**src/rtl/srle_pkg.sv**
```systemverilog
// shared types and constants for the sparse run-length decoder
// no dependencies; used by srle_front, srle_fifo, srle_back and sparse_rle_decoder

package srle_pkg;

    localparam int unsigned BYTE_W  = 8;
    localparam int unsigned COUNT_W = 15;
    localparam int unsigned LOW_W   = 7;

    // bit of a length byte that announces a second length byte
    localparam logic [BYTE_W-1:0] LONG_FLAG = 8'h80;

    typedef struct packed {
        logic [BYTE_W-1:0]  fill_value;
        logic [COUNT_W-1:0] repeat_count;
        logic               end_of_frame;
        logic               truncated;
    } t_result;

    typedef struct packed {
        logic    valid;
        t_result item;
    } t_push;

endpackage

```
**src/rtl/srle_front.sv**
```systemverilog
// front end: parses compressed bytes into value/count results
// depends on srle_pkg

module srle_front (
    input  logic                          i_clk,
    input  logic                          i_rst_n,
    input  logic                          i_accept,
    input  logic [srle_pkg::BYTE_W-1:0]   i_byte,
    input  logic                          i_last,
    output srle_pkg::t_push               o_push
);

    localparam logic [2:0] PH_HEADER = 3'd0;
    localparam logic [2:0] PH_TOKEN  = 3'd1;
    localparam logic [2:0] PH_VALUE  = 3'd2;
    localparam logic [2:0] PH_LEN1   = 3'd3;
    localparam logic [2:0] PH_LEN2   = 3'd4;

    logic [2:0]                   r_phase,     n_phase;
    logic [srle_pkg::BYTE_W-1:0]  r_mask,      n_mask;
    logic [srle_pkg::BYTE_W-1:0]  r_zcode,     n_zcode;
    logic [srle_pkg::BYTE_W-1:0]  r_run_value, n_run_value;
    logic [srle_pkg::LOW_W-1:0]   r_len_low,   n_len_low;

    logic [srle_pkg::BYTE_W-1:0]  tok_bits;
    logic [srle_pkg::BYTE_W-1:0]  lit_bits;
    srle_pkg::t_push              push;

    assign tok_bits = i_byte & r_mask;
    assign lit_bits = i_byte & ~r_mask;

    always_comb begin
        n_phase     = r_phase;
        n_mask      = r_mask;
        n_zcode     = r_zcode;
        n_run_value = r_run_value;
        n_len_low   = r_len_low;
        push        = '0;
        unique case (r_phase)
            PH_TOKEN: begin
                if (tok_bits == '0) begin
                    push.valid                  = 1'b1;
                    push.item.fill_value        = i_byte;
                    push.item.repeat_count      = srle_pkg::COUNT_W'(1);
                end else begin
                    if (tok_bits == r_zcode) begin
                        n_run_value = '0;
                        n_phase     = PH_LEN1;
                    end else begin
                        n_phase = PH_VALUE;
                    end
                    if (lit_bits != '0) begin
                        // literal bits carried on the token byte go out first
                        push.valid             = 1'b1;
                        push.item.fill_value   = lit_bits;
                        push.item.repeat_count = srle_pkg::COUNT_W'(1);
                        push.item.truncated    = i_last;
                    end else if (i_last) begin
                        push.valid          = 1'b1;
                        push.item.truncated = 1'b1;
                    end
                end
            end
            PH_VALUE: begin
                n_run_value = i_byte;
                n_phase     = PH_LEN1;
                if (i_last) begin
                    push.valid          = 1'b1;
                    push.item.truncated = 1'b1;
                end
            end
            PH_LEN1: begin
                if ((i_byte & srle_pkg::LONG_FLAG) == '0) begin
                    n_phase                = PH_TOKEN;
                    push.valid             = 1'b1;
                    push.item.fill_value   = r_run_value;
                    push.item.repeat_count = srle_pkg::COUNT_W'(i_byte);
                end else begin
                    n_len_low = i_byte[srle_pkg::LOW_W-1:0];
                    n_phase   = PH_LEN2;
                    if (i_last) begin
                        push.valid          = 1'b1;
                        push.item.truncated = 1'b1;
                    end
                end
            end
            PH_LEN2: begin
                n_phase                = PH_TOKEN;
                push.valid             = 1'b1;
                push.item.fill_value   = r_run_value;
                push.item.repeat_count = {i_byte, r_len_low};
            end
            default: begin
                // header byte; unused codes land here too
                n_mask  = i_byte;
                n_zcode = i_byte & (~i_byte + srle_pkg::BYTE_W'(1));
                n_phase = PH_TOKEN;
                push.valid = i_last;
            end
        endcase
        push.item.end_of_frame = i_last;
        push.valid             = push.valid & i_accept;
        // every byte flagged last closes the frame
        if (i_last) begin
            n_phase = PH_HEADER;
        end
    end

    assign o_push = push;

    always_ff @(posedge i_clk) begin
        if (!i_rst_n) begin
            r_phase     <= PH_HEADER;
            r_mask      <= '0;
            r_zcode     <= '0;
            r_run_value <= '0;
            r_len_low   <= '0;
        end else if (i_accept) begin
            r_phase     <= n_phase;
            r_mask      <= n_mask;
            r_zcode     <= n_zcode;
            r_run_value <= n_run_value;
            r_len_low   <= n_len_low;
        end
    end

endmodule

```
**src/rtl/srle_fifo.sv**
```systemverilog
// small result queue between parser and output stage
// depends on srle_pkg

module srle_fifo #(
    parameter int unsigned DEPTH = 4
) (
    input  logic                i_clk,
    input  logic                i_rst_n,
    input  srle_pkg::t_push     i_push,
    input  logic                i_pop,
    output srle_pkg::t_result   o_head,
    output logic                o_not_empty,
    output logic                o_full
);

    localparam int unsigned IDX_W = (DEPTH > 1) ? $clog2(DEPTH) : 1;
    localparam int unsigned CNT_W = $clog2(DEPTH + 1);
    localparam logic [IDX_W-1:0] LAST_IDX = IDX_W'(DEPTH - 1);

    srle_pkg::t_result r_mem [DEPTH];
    logic [IDX_W-1:0]  r_wr_ptr, n_wr_ptr;
    logic [IDX_W-1:0]  r_rd_ptr, n_rd_ptr;
    logic [CNT_W-1:0]  r_count,  n_count;
    logic              do_pop;

    assign do_pop      = i_pop && (r_count != '0);
    assign o_not_empty = (r_count != '0);
    assign o_full      = (r_count == CNT_W'(DEPTH));
    assign o_head      = r_mem[r_rd_ptr];

    always_comb begin
        n_wr_ptr = r_wr_ptr;
        n_rd_ptr = r_rd_ptr;
        n_count  = r_count;
        if (i_push.valid) begin
            n_wr_ptr = (r_wr_ptr == LAST_IDX) ? '0 : r_wr_ptr + IDX_W'(1);
        end
        if (do_pop) begin
            n_rd_ptr = (r_rd_ptr == LAST_IDX) ? '0 : r_rd_ptr + IDX_W'(1);
        end
        if (i_push.valid && !do_pop) begin
            n_count = r_count + CNT_W'(1);
        end else if (!i_push.valid && do_pop) begin
            n_count = r_count - CNT_W'(1);
        end
    end

    always_ff @(posedge i_clk) begin
        if (i_push.valid) begin
            r_mem[r_wr_ptr] <= i_push.item;
        end
    end

    always_ff @(posedge i_clk) begin
        if (!i_rst_n) begin
            r_wr_ptr <= '0;
            r_rd_ptr <= '0;
            r_count  <= '0;
        end else begin
            r_wr_ptr <= n_wr_ptr;
            r_rd_ptr <= n_rd_ptr;
            r_count  <= n_count;
        end
    end

endmodule

```
**src/rtl/srle_back.sv**
```systemverilog
// back end: output register feeding the result stream
// depends on srle_pkg

module srle_back (
    input  logic                i_clk,
    input  logic                i_rst_n,
    input  srle_pkg::t_result   i_head,
    input  logic                i_not_empty,
    output logic                o_pop,
    input  logic                i_tready,
    output logic                o_tvalid,
    output srle_pkg::t_result   o_item
);

    logic              r_valid;
    srle_pkg::t_result r_item;
    logic              load;

    // refill whenever the register is empty or being drained
    assign load  = i_not_empty && (!r_valid || i_tready);
    assign o_pop = load;

    always_ff @(posedge i_clk) begin
        if (!i_rst_n) begin
            r_valid <= 1'b0;
        end else if (load) begin
            r_valid <= 1'b1;
        end else if (i_tready) begin
            r_valid <= 1'b0;
        end
    end

    always_ff @(posedge i_clk) begin
        if (load) begin
            r_item <= i_head;
        end
    end

    assign o_tvalid = r_valid;
    assign o_item   = r_item;

endmodule

```
**src/rtl/sparse_rle_decoder.sv**
```systemverilog
// top level of the escape-byte run-length decoder
// depends on srle_pkg, srle_front, srle_fifo, srle_back
//
// usage
//   input stream: one compressed byte per beat in i_s_axis_tdata[7:0], tlast marks
//   the final byte of a frame. the first byte of every frame is the escape mask.
//   output stream: one value/count pair per beat; the receiver writes fill_value
//   repeat_count times. tlast marks the last result of a frame, tuser[0] flags a
//   frame that ended inside a run token (count 0 marker or embedded literal).
//   header and partial-token bytes produce no output beat unless they end a frame or carry literal bits.
// timing
//   one byte accepted per cycle while the queue is not full; the parser holds all per-frame state
//   in a few registers and decides each byte in the cycle it is accepted.
//   a result is written into the queue, then loaded into the output register once that register
//   is empty or being drained, and shown on the output from there.
// stalls
//   a FIFO_DEPTH-entry queue plus the output register absorb a stalled receiver;
//   o_s_axis_tready drops only while the queue is full, and a held output beat
//   keeps its payload until taken.
// reset
//   synchronous, active low; the parser goes back to waiting for a header byte,
//   the queue empties and no output beat is offered.

module sparse_rle_decoder #(
    parameter int unsigned FIFO_DEPTH = 4   // result queue entries, 2 or more
) (
    input  logic        i_clk,
    input  logic        i_rst_n,
    // compressed byte stream
    input  logic        i_s_axis_tvalid,
    output logic        o_s_axis_tready,
    input  logic [7:0]  i_s_axis_tdata,   // [7:0] byte_value
    input  logic        i_s_axis_tlast,   // last_of_frame
    // decoded value/count stream
    output logic        o_m_axis_tvalid,
    input  logic        i_m_axis_tready,
    output logic [23:0] o_m_axis_tdata,   // [7:0] fill_value, [22:8] repeat_count, [23] zero
    output logic        o_m_axis_tlast,   // end_of_frame
    output logic        o_m_axis_tuser    // truncated
);

    logic              in_accept;
    srle_pkg::t_push   push;
    srle_pkg::t_result head;
    srle_pkg::t_result out_item;
    logic              fifo_not_empty;
    logic              fifo_full;
    logic              pop;

    assign o_s_axis_tready = !fifo_full;
    assign in_accept       = i_s_axis_tvalid && !fifo_full;

    srle_front u_front (
        .i_clk    (i_clk),
        .i_rst_n  (i_rst_n),
        .i_accept (in_accept),
        .i_byte   (i_s_axis_tdata),
        .i_last   (i_s_axis_tlast),
        .o_push   (push)
    );

    srle_fifo #(
        .DEPTH (FIFO_DEPTH)
    ) u_fifo (
        .i_clk       (i_clk),
        .i_rst_n     (i_rst_n),
        .i_push      (push),
        .i_pop       (pop),
        .o_head      (head),
        .o_not_empty (fifo_not_empty),
        .o_full      (fifo_full)
    );

    srle_back u_back (
        .i_clk       (i_clk),
        .i_rst_n     (i_rst_n),
        .i_head      (head),
        .i_not_empty (fifo_not_empty),
        .o_pop       (pop),
        .i_tready    (i_m_axis_tready),
        .o_tvalid    (o_m_axis_tvalid),
        .o_item      (out_item)
    );

    assign o_m_axis_tdata = {1'b0, out_item.repeat_count, out_item.fill_value};
    assign o_m_axis_tlast = out_item.end_of_frame;
    assign o_m_axis_tuser = out_item.truncated;

endmodule

```
**config.mk**
```make
export PLATFORM = sky130hd
export DESIGN_NAME = sparse_rle_decoder
export DESIGN_NICKNAME = d
export VERILOG_FILES = /design/src/rtl/srle_pkg.sv /design/src/rtl/srle_front.sv /design/src/rtl/srle_fifo.sv /design/src/rtl/srle_back.sv /design/src/rtl/sparse_rle_decoder.sv
export SDC_FILE = /design/constraint.sdc
export NUM_CORES = 1
export LEC_CHECK = 0
export ABC_AREA = 0
export BUFFER_PORTS_ARGS = -buffer_cell sky130_fd_sc_hd__buf_2
export CORE_ASPECT_RATIO = 0.75
export CORE_MARGIN = 3
export CORE_UTILIZATION = 56
export CTS_BUF_LIST = sky130_fd_sc_hd__clkbuf_8
export CTS_CLUSTER_SIZE = 14
export DETAILED_ROUTE_END_ITERATION = 16
export GPL_ROUTABILITY_DRIVEN = 0
export HOLD_SLACK_MARGIN = 0.03
export PLACE_DENSITY = 0.8
export SLEW_MARGIN = 30
export SYNTH_ARGS = -nofsm -noshare
export SYNTH_HDL_FRONTEND = slang
export SYNTH_HIERARCHICAL = 1
export SYNTH_SLANG_ARGS = --single-unit
```
**constraint.sdc**
```tcl
create_clock -name i_clk -period 9.5 [get_ports i_clk]
set_input_delay 0.95 -clock i_clk [delete_from_list [all_inputs] [get_ports i_clk]]
set_output_delay 0.95 -clock i_clk [all_outputs]
set_load 0.01 [all_outputs]
```
==> run_results.csv <==
group,metric,value,unit
yosys,synth_edf_count,125,
routing,routed_wl,12670,um
sta,setup_violations,0,
cells_and_area,finalNonFillerCells,643,
clocking,cts.sinks,168,
yosys,avgSynthCellArea,15.93,um2
floorplan,io_pins,41,
worst_setup_path,cp_max_fo,12,
worst_setup_path,worstSetupEndpointType,"register",
worst_setup_path,crit_type,"register to register",
worst_setup_path,cp.arrival,3.88,ns
yosys,synth_top_family_by_area,"multiplexers",
global_route,track_usage,19.86,%
cells_and_area,area_growth,10.43,%
floorplan,dieArea,13550,um2
yosys,syn_inst,428,
clocking,cts.path.max_buffers,2,
sta,slew_viol_final,0,
power,p_per_area,234.8,nW/um2
yosys,synth-async-reset-ratio,0,%
cells_and_area,n_antenna_cell,0,
worst_setup_path,start_kind,"register",
placed_design,dp_worst_setup_slack,5.468,ns
cells_and_area,most-common-layout-cells,"edfxtp_1, dfxtp_1, buf_2",
clocking,clk_pin_slew,0.09,ns
yosys,syn-cell-area,6817,um2
routing,viasPerCell,5.922,
clocking,ctsResizeCount,0,
sta,slew_headroom,38.38,%
global_route,antenna_found_initial,0,
sta,finalCriticalPeriod,3.499,ns
clocking,clock_latency,0.45,ns
yosys,yosysWarnings,6,
yosys,synth_seq_cells,168,
yosys,yosysSeqAreaShare,67.69,%
hold_path,hp-class,"register to register",
yosys,synthAdderAreaFrac,1.395,%
routing,wl_per_cell,19.71,um
global_route,grt_overflow,0,
clocking,cts_htree_levels,4,
sta,worst_slack,6.001,ns
flow_run,cap_violations,0,
placed_design,io_buffers,39,
yosys,synth-xor-area-share,1.156,%
global_route,first_global_vias,3782,
sta,worst_slew_pin_slew,0.9158,ns
clocking,cts_tree,"yes",
sta,hold_viol,0,
routing,drtAntennaViolNets,0,
yosys,synth_compound_area_share,6.883,%
clocking,cts_buffers,17,
sta,rsz0062_at_grt,"false",
clocking,post_cts_buffers,0,
placed_design,dpl.hpwl,7970,um
yosys,yosys.area_share.simple,9.104,%
worst_setup_path,cp.required,9.88,ns
floorplan,fp-row-count,34,
global_route,grt_pass1_wl,20310,um
sta,finalCritPeriodShare,36.84,%
routing,drc,0,
power,power_leakage,2.613,nW
routing,via_count,3808,
floorplan,dieWidth,133.4,um
clocking,cts_root_buf,"clkbuf_8",
yosys,muxShareOfSynthArea,10.59,%
cells_and_area,drive_gt1_share,22.66,%
floorplan,fp.dieH,101.5,um
power,ir_drop,0.0001049,V
status,outcome,"finished, final reports clean",
floorplan,start_util,58.06,%
yosys,ys_types,55,
cells_and_area,nNetsFinal,488,
placed_design,placedCellCount,611,
routing,drt_iter0_drc,547,
routing,dr.pass1.iters,5,
yosys,syn_nets,448,
floorplan,core_area,11740,um2
cells_and_area,layout_commonest_cell,"edfxtp_1",
clocking,ctsHoldBuffers,0,
sta,skew,0.01414,ns
sta,max_freq,0.2858,GHz
sta,setup_tns,0,ns
yosys,synth_ff_type,"edfxtp_1",
global_route,grt_max_degree,40,
[area by class of cell]
cell class / count / area (um2)
Inverter: 15 / 56.30
Multi-Input combinational cell: 220 / 2008
Fill cell: 861 / 4214
Tap cell: 162 / 202.7
Sequential cell: 168 / 4616
Timing Repair Buffer: 46 / 247.7
Clock inverter: 15 / 162.7
Clock buffer: 17 / 234.0
[kinds of logic after synthesis]
kind of cell	after synthesis
compound gates	60
flops	168
fa+ha+maj	7
buf+inv	40
other cells	1
mux	39
simple gates	104
xor+xnor	9
[cell usage after synthesis, types with 2 or more instances]
cell | count | area [um2]
edfxtp_1 | 125 | 3754
dfxtp_1 | 43 | 860.8
nor2b_1 | 27 | 168.9
nand2_1 | 24 | 90.09
mux4_2 | 20 | 450.4
a22o_1 | 15 | 131.4
inv_1 | 15 | 56.30
mux2i_1 | 14 | 140.1
and2_1 | 13 | 81.33
clkbuf_1 | 13 | 48.80
a21oi_1 | 9 | 45.04
xnor2_1 | 8 | 70.07
a32o_1 | 7 | 70.07
nor4_1 | 7 | 43.79
ha_1 | 6 | 75.07
nor2_1 | 6 | 22.52
o21ai_0 | 6 | 30.03
buf_2 | 5 | 25.02
mux4_1 | 5 | 131.4
nor3_1 | 5 | 25.02
o22ai_1 | 4 | 25.02
a22oi_1 | 3 | 22.52
nand3_1 | 3 | 15.01
nand4_1 | 3 | 18.77
o21a_1 | 3 | 22.52
a21boi_0 | 2 | 15.01
buf_12 | 2 | 40.04
buf_4 | 2 | 15.01
buf_6 | 2 | 22.52
nand2b_1 | 2 | 12.51
nor3b_1 | 2 | 15.01
nor4b_1 | 2 | 17.52
o31ai_1 | 2 | 15.01
or3_1 | 2 | 12.51
[per-stage QoR]
| stage | cell area, um2 | utilization, % | total power [mW] | hold slack (ns) |
|---|---|---|---|---|
| final | 7527 | 64.11 | 1.767 | 0.4981 |
| after global routing | 7527 | 64.11 | 1.850 | 0.5152 |
| after CTS | 7511 | 63.97 | 1.782 | 0.4927 |
| after detailed placement | 7114 | 60.59 | 1.289 | 0.4660 |
| after global placement | 7113 | 60.58 | 1.280 | 0.4658 |
| after floorplan | 6817 | - | 1.181 | 0.4496 |
[worst max-delay path: stages, from the launching register on]
cell and delay (ns):
dfxtp_1 0.59, inv_1 0.23, nor3_2 0.63, or2_2 0.34, o31a_1 0.33, ha_1 0.25
inv_1 0.07, fa_1 0.37, xor2_1 0.17, or3_1 0.29, a21boi_0 0.17
[worst paths after layout]
kind | startpoint | to | slack (ns) | depth (start not counted)
worst max-delay path | u_front/r_phase[2]$_SDFFE_PN0P_ | u_fifo/r_count[2]$_SDFFE_PN0P_ | 6.00 | 10
worst min-delay path | u_front/r_run_value[5]$_SDFFE_PN0P_ | u_front/r_run_value[5]$_SDFFE_PN0P_ | 0.50 | 1
worst max register to register | u_front/r_phase[2]$_SDFFE_PN0P_ | u_fifo/r_count[2]$_SDFFE_PN0P_ | 6.00 | 10
worst min register to register | u_front/r_run_value[5]$_SDFFE_PN0P_ | u_front/r_run_value[5]$_SDFFE_PN0P_ | 0.50 | 1
[power breakdown]
part           internal, mW  switching [mW]  total [mW]
sequential            0.906          0.0412       0.947
clock                 0.218           0.282       0.500
combinational         0.139           0.181       0.320
total                  1.26           0.505        1.77
[flip-flops by register name, indices dropped and copies added, names as in the netlist, named ones only]
signal,flops
u_back/o_item,25
u_fifo/r_wr_ptr,2
u_front/r_zcode,7
u_fifo/r_mem,100
u_front/r_mask,8
u_front/r_run_value,8
u_front/r_len_low,7
u_fifo/r_count,3
u_fifo/r_rd_ptr,2
u_front/r_phase,3
u_back/o_tvalid,1
[routing by layer]
| layer | wire [um] | GRT usage [%] | vias to the layer above |
|---|---|---|---|
| met5 | 0 | 0 | - |
| met4 | 164 | 6.087 | 0 |
| met3 | 902 | 5.114 | 18 |
| met2 | 5903 | 30.93 | 181 |
| met1 | 5703 | 28.13 | 1889 |
| li1 | - | - | 1720 |
(Power assumes the default switching activity.)
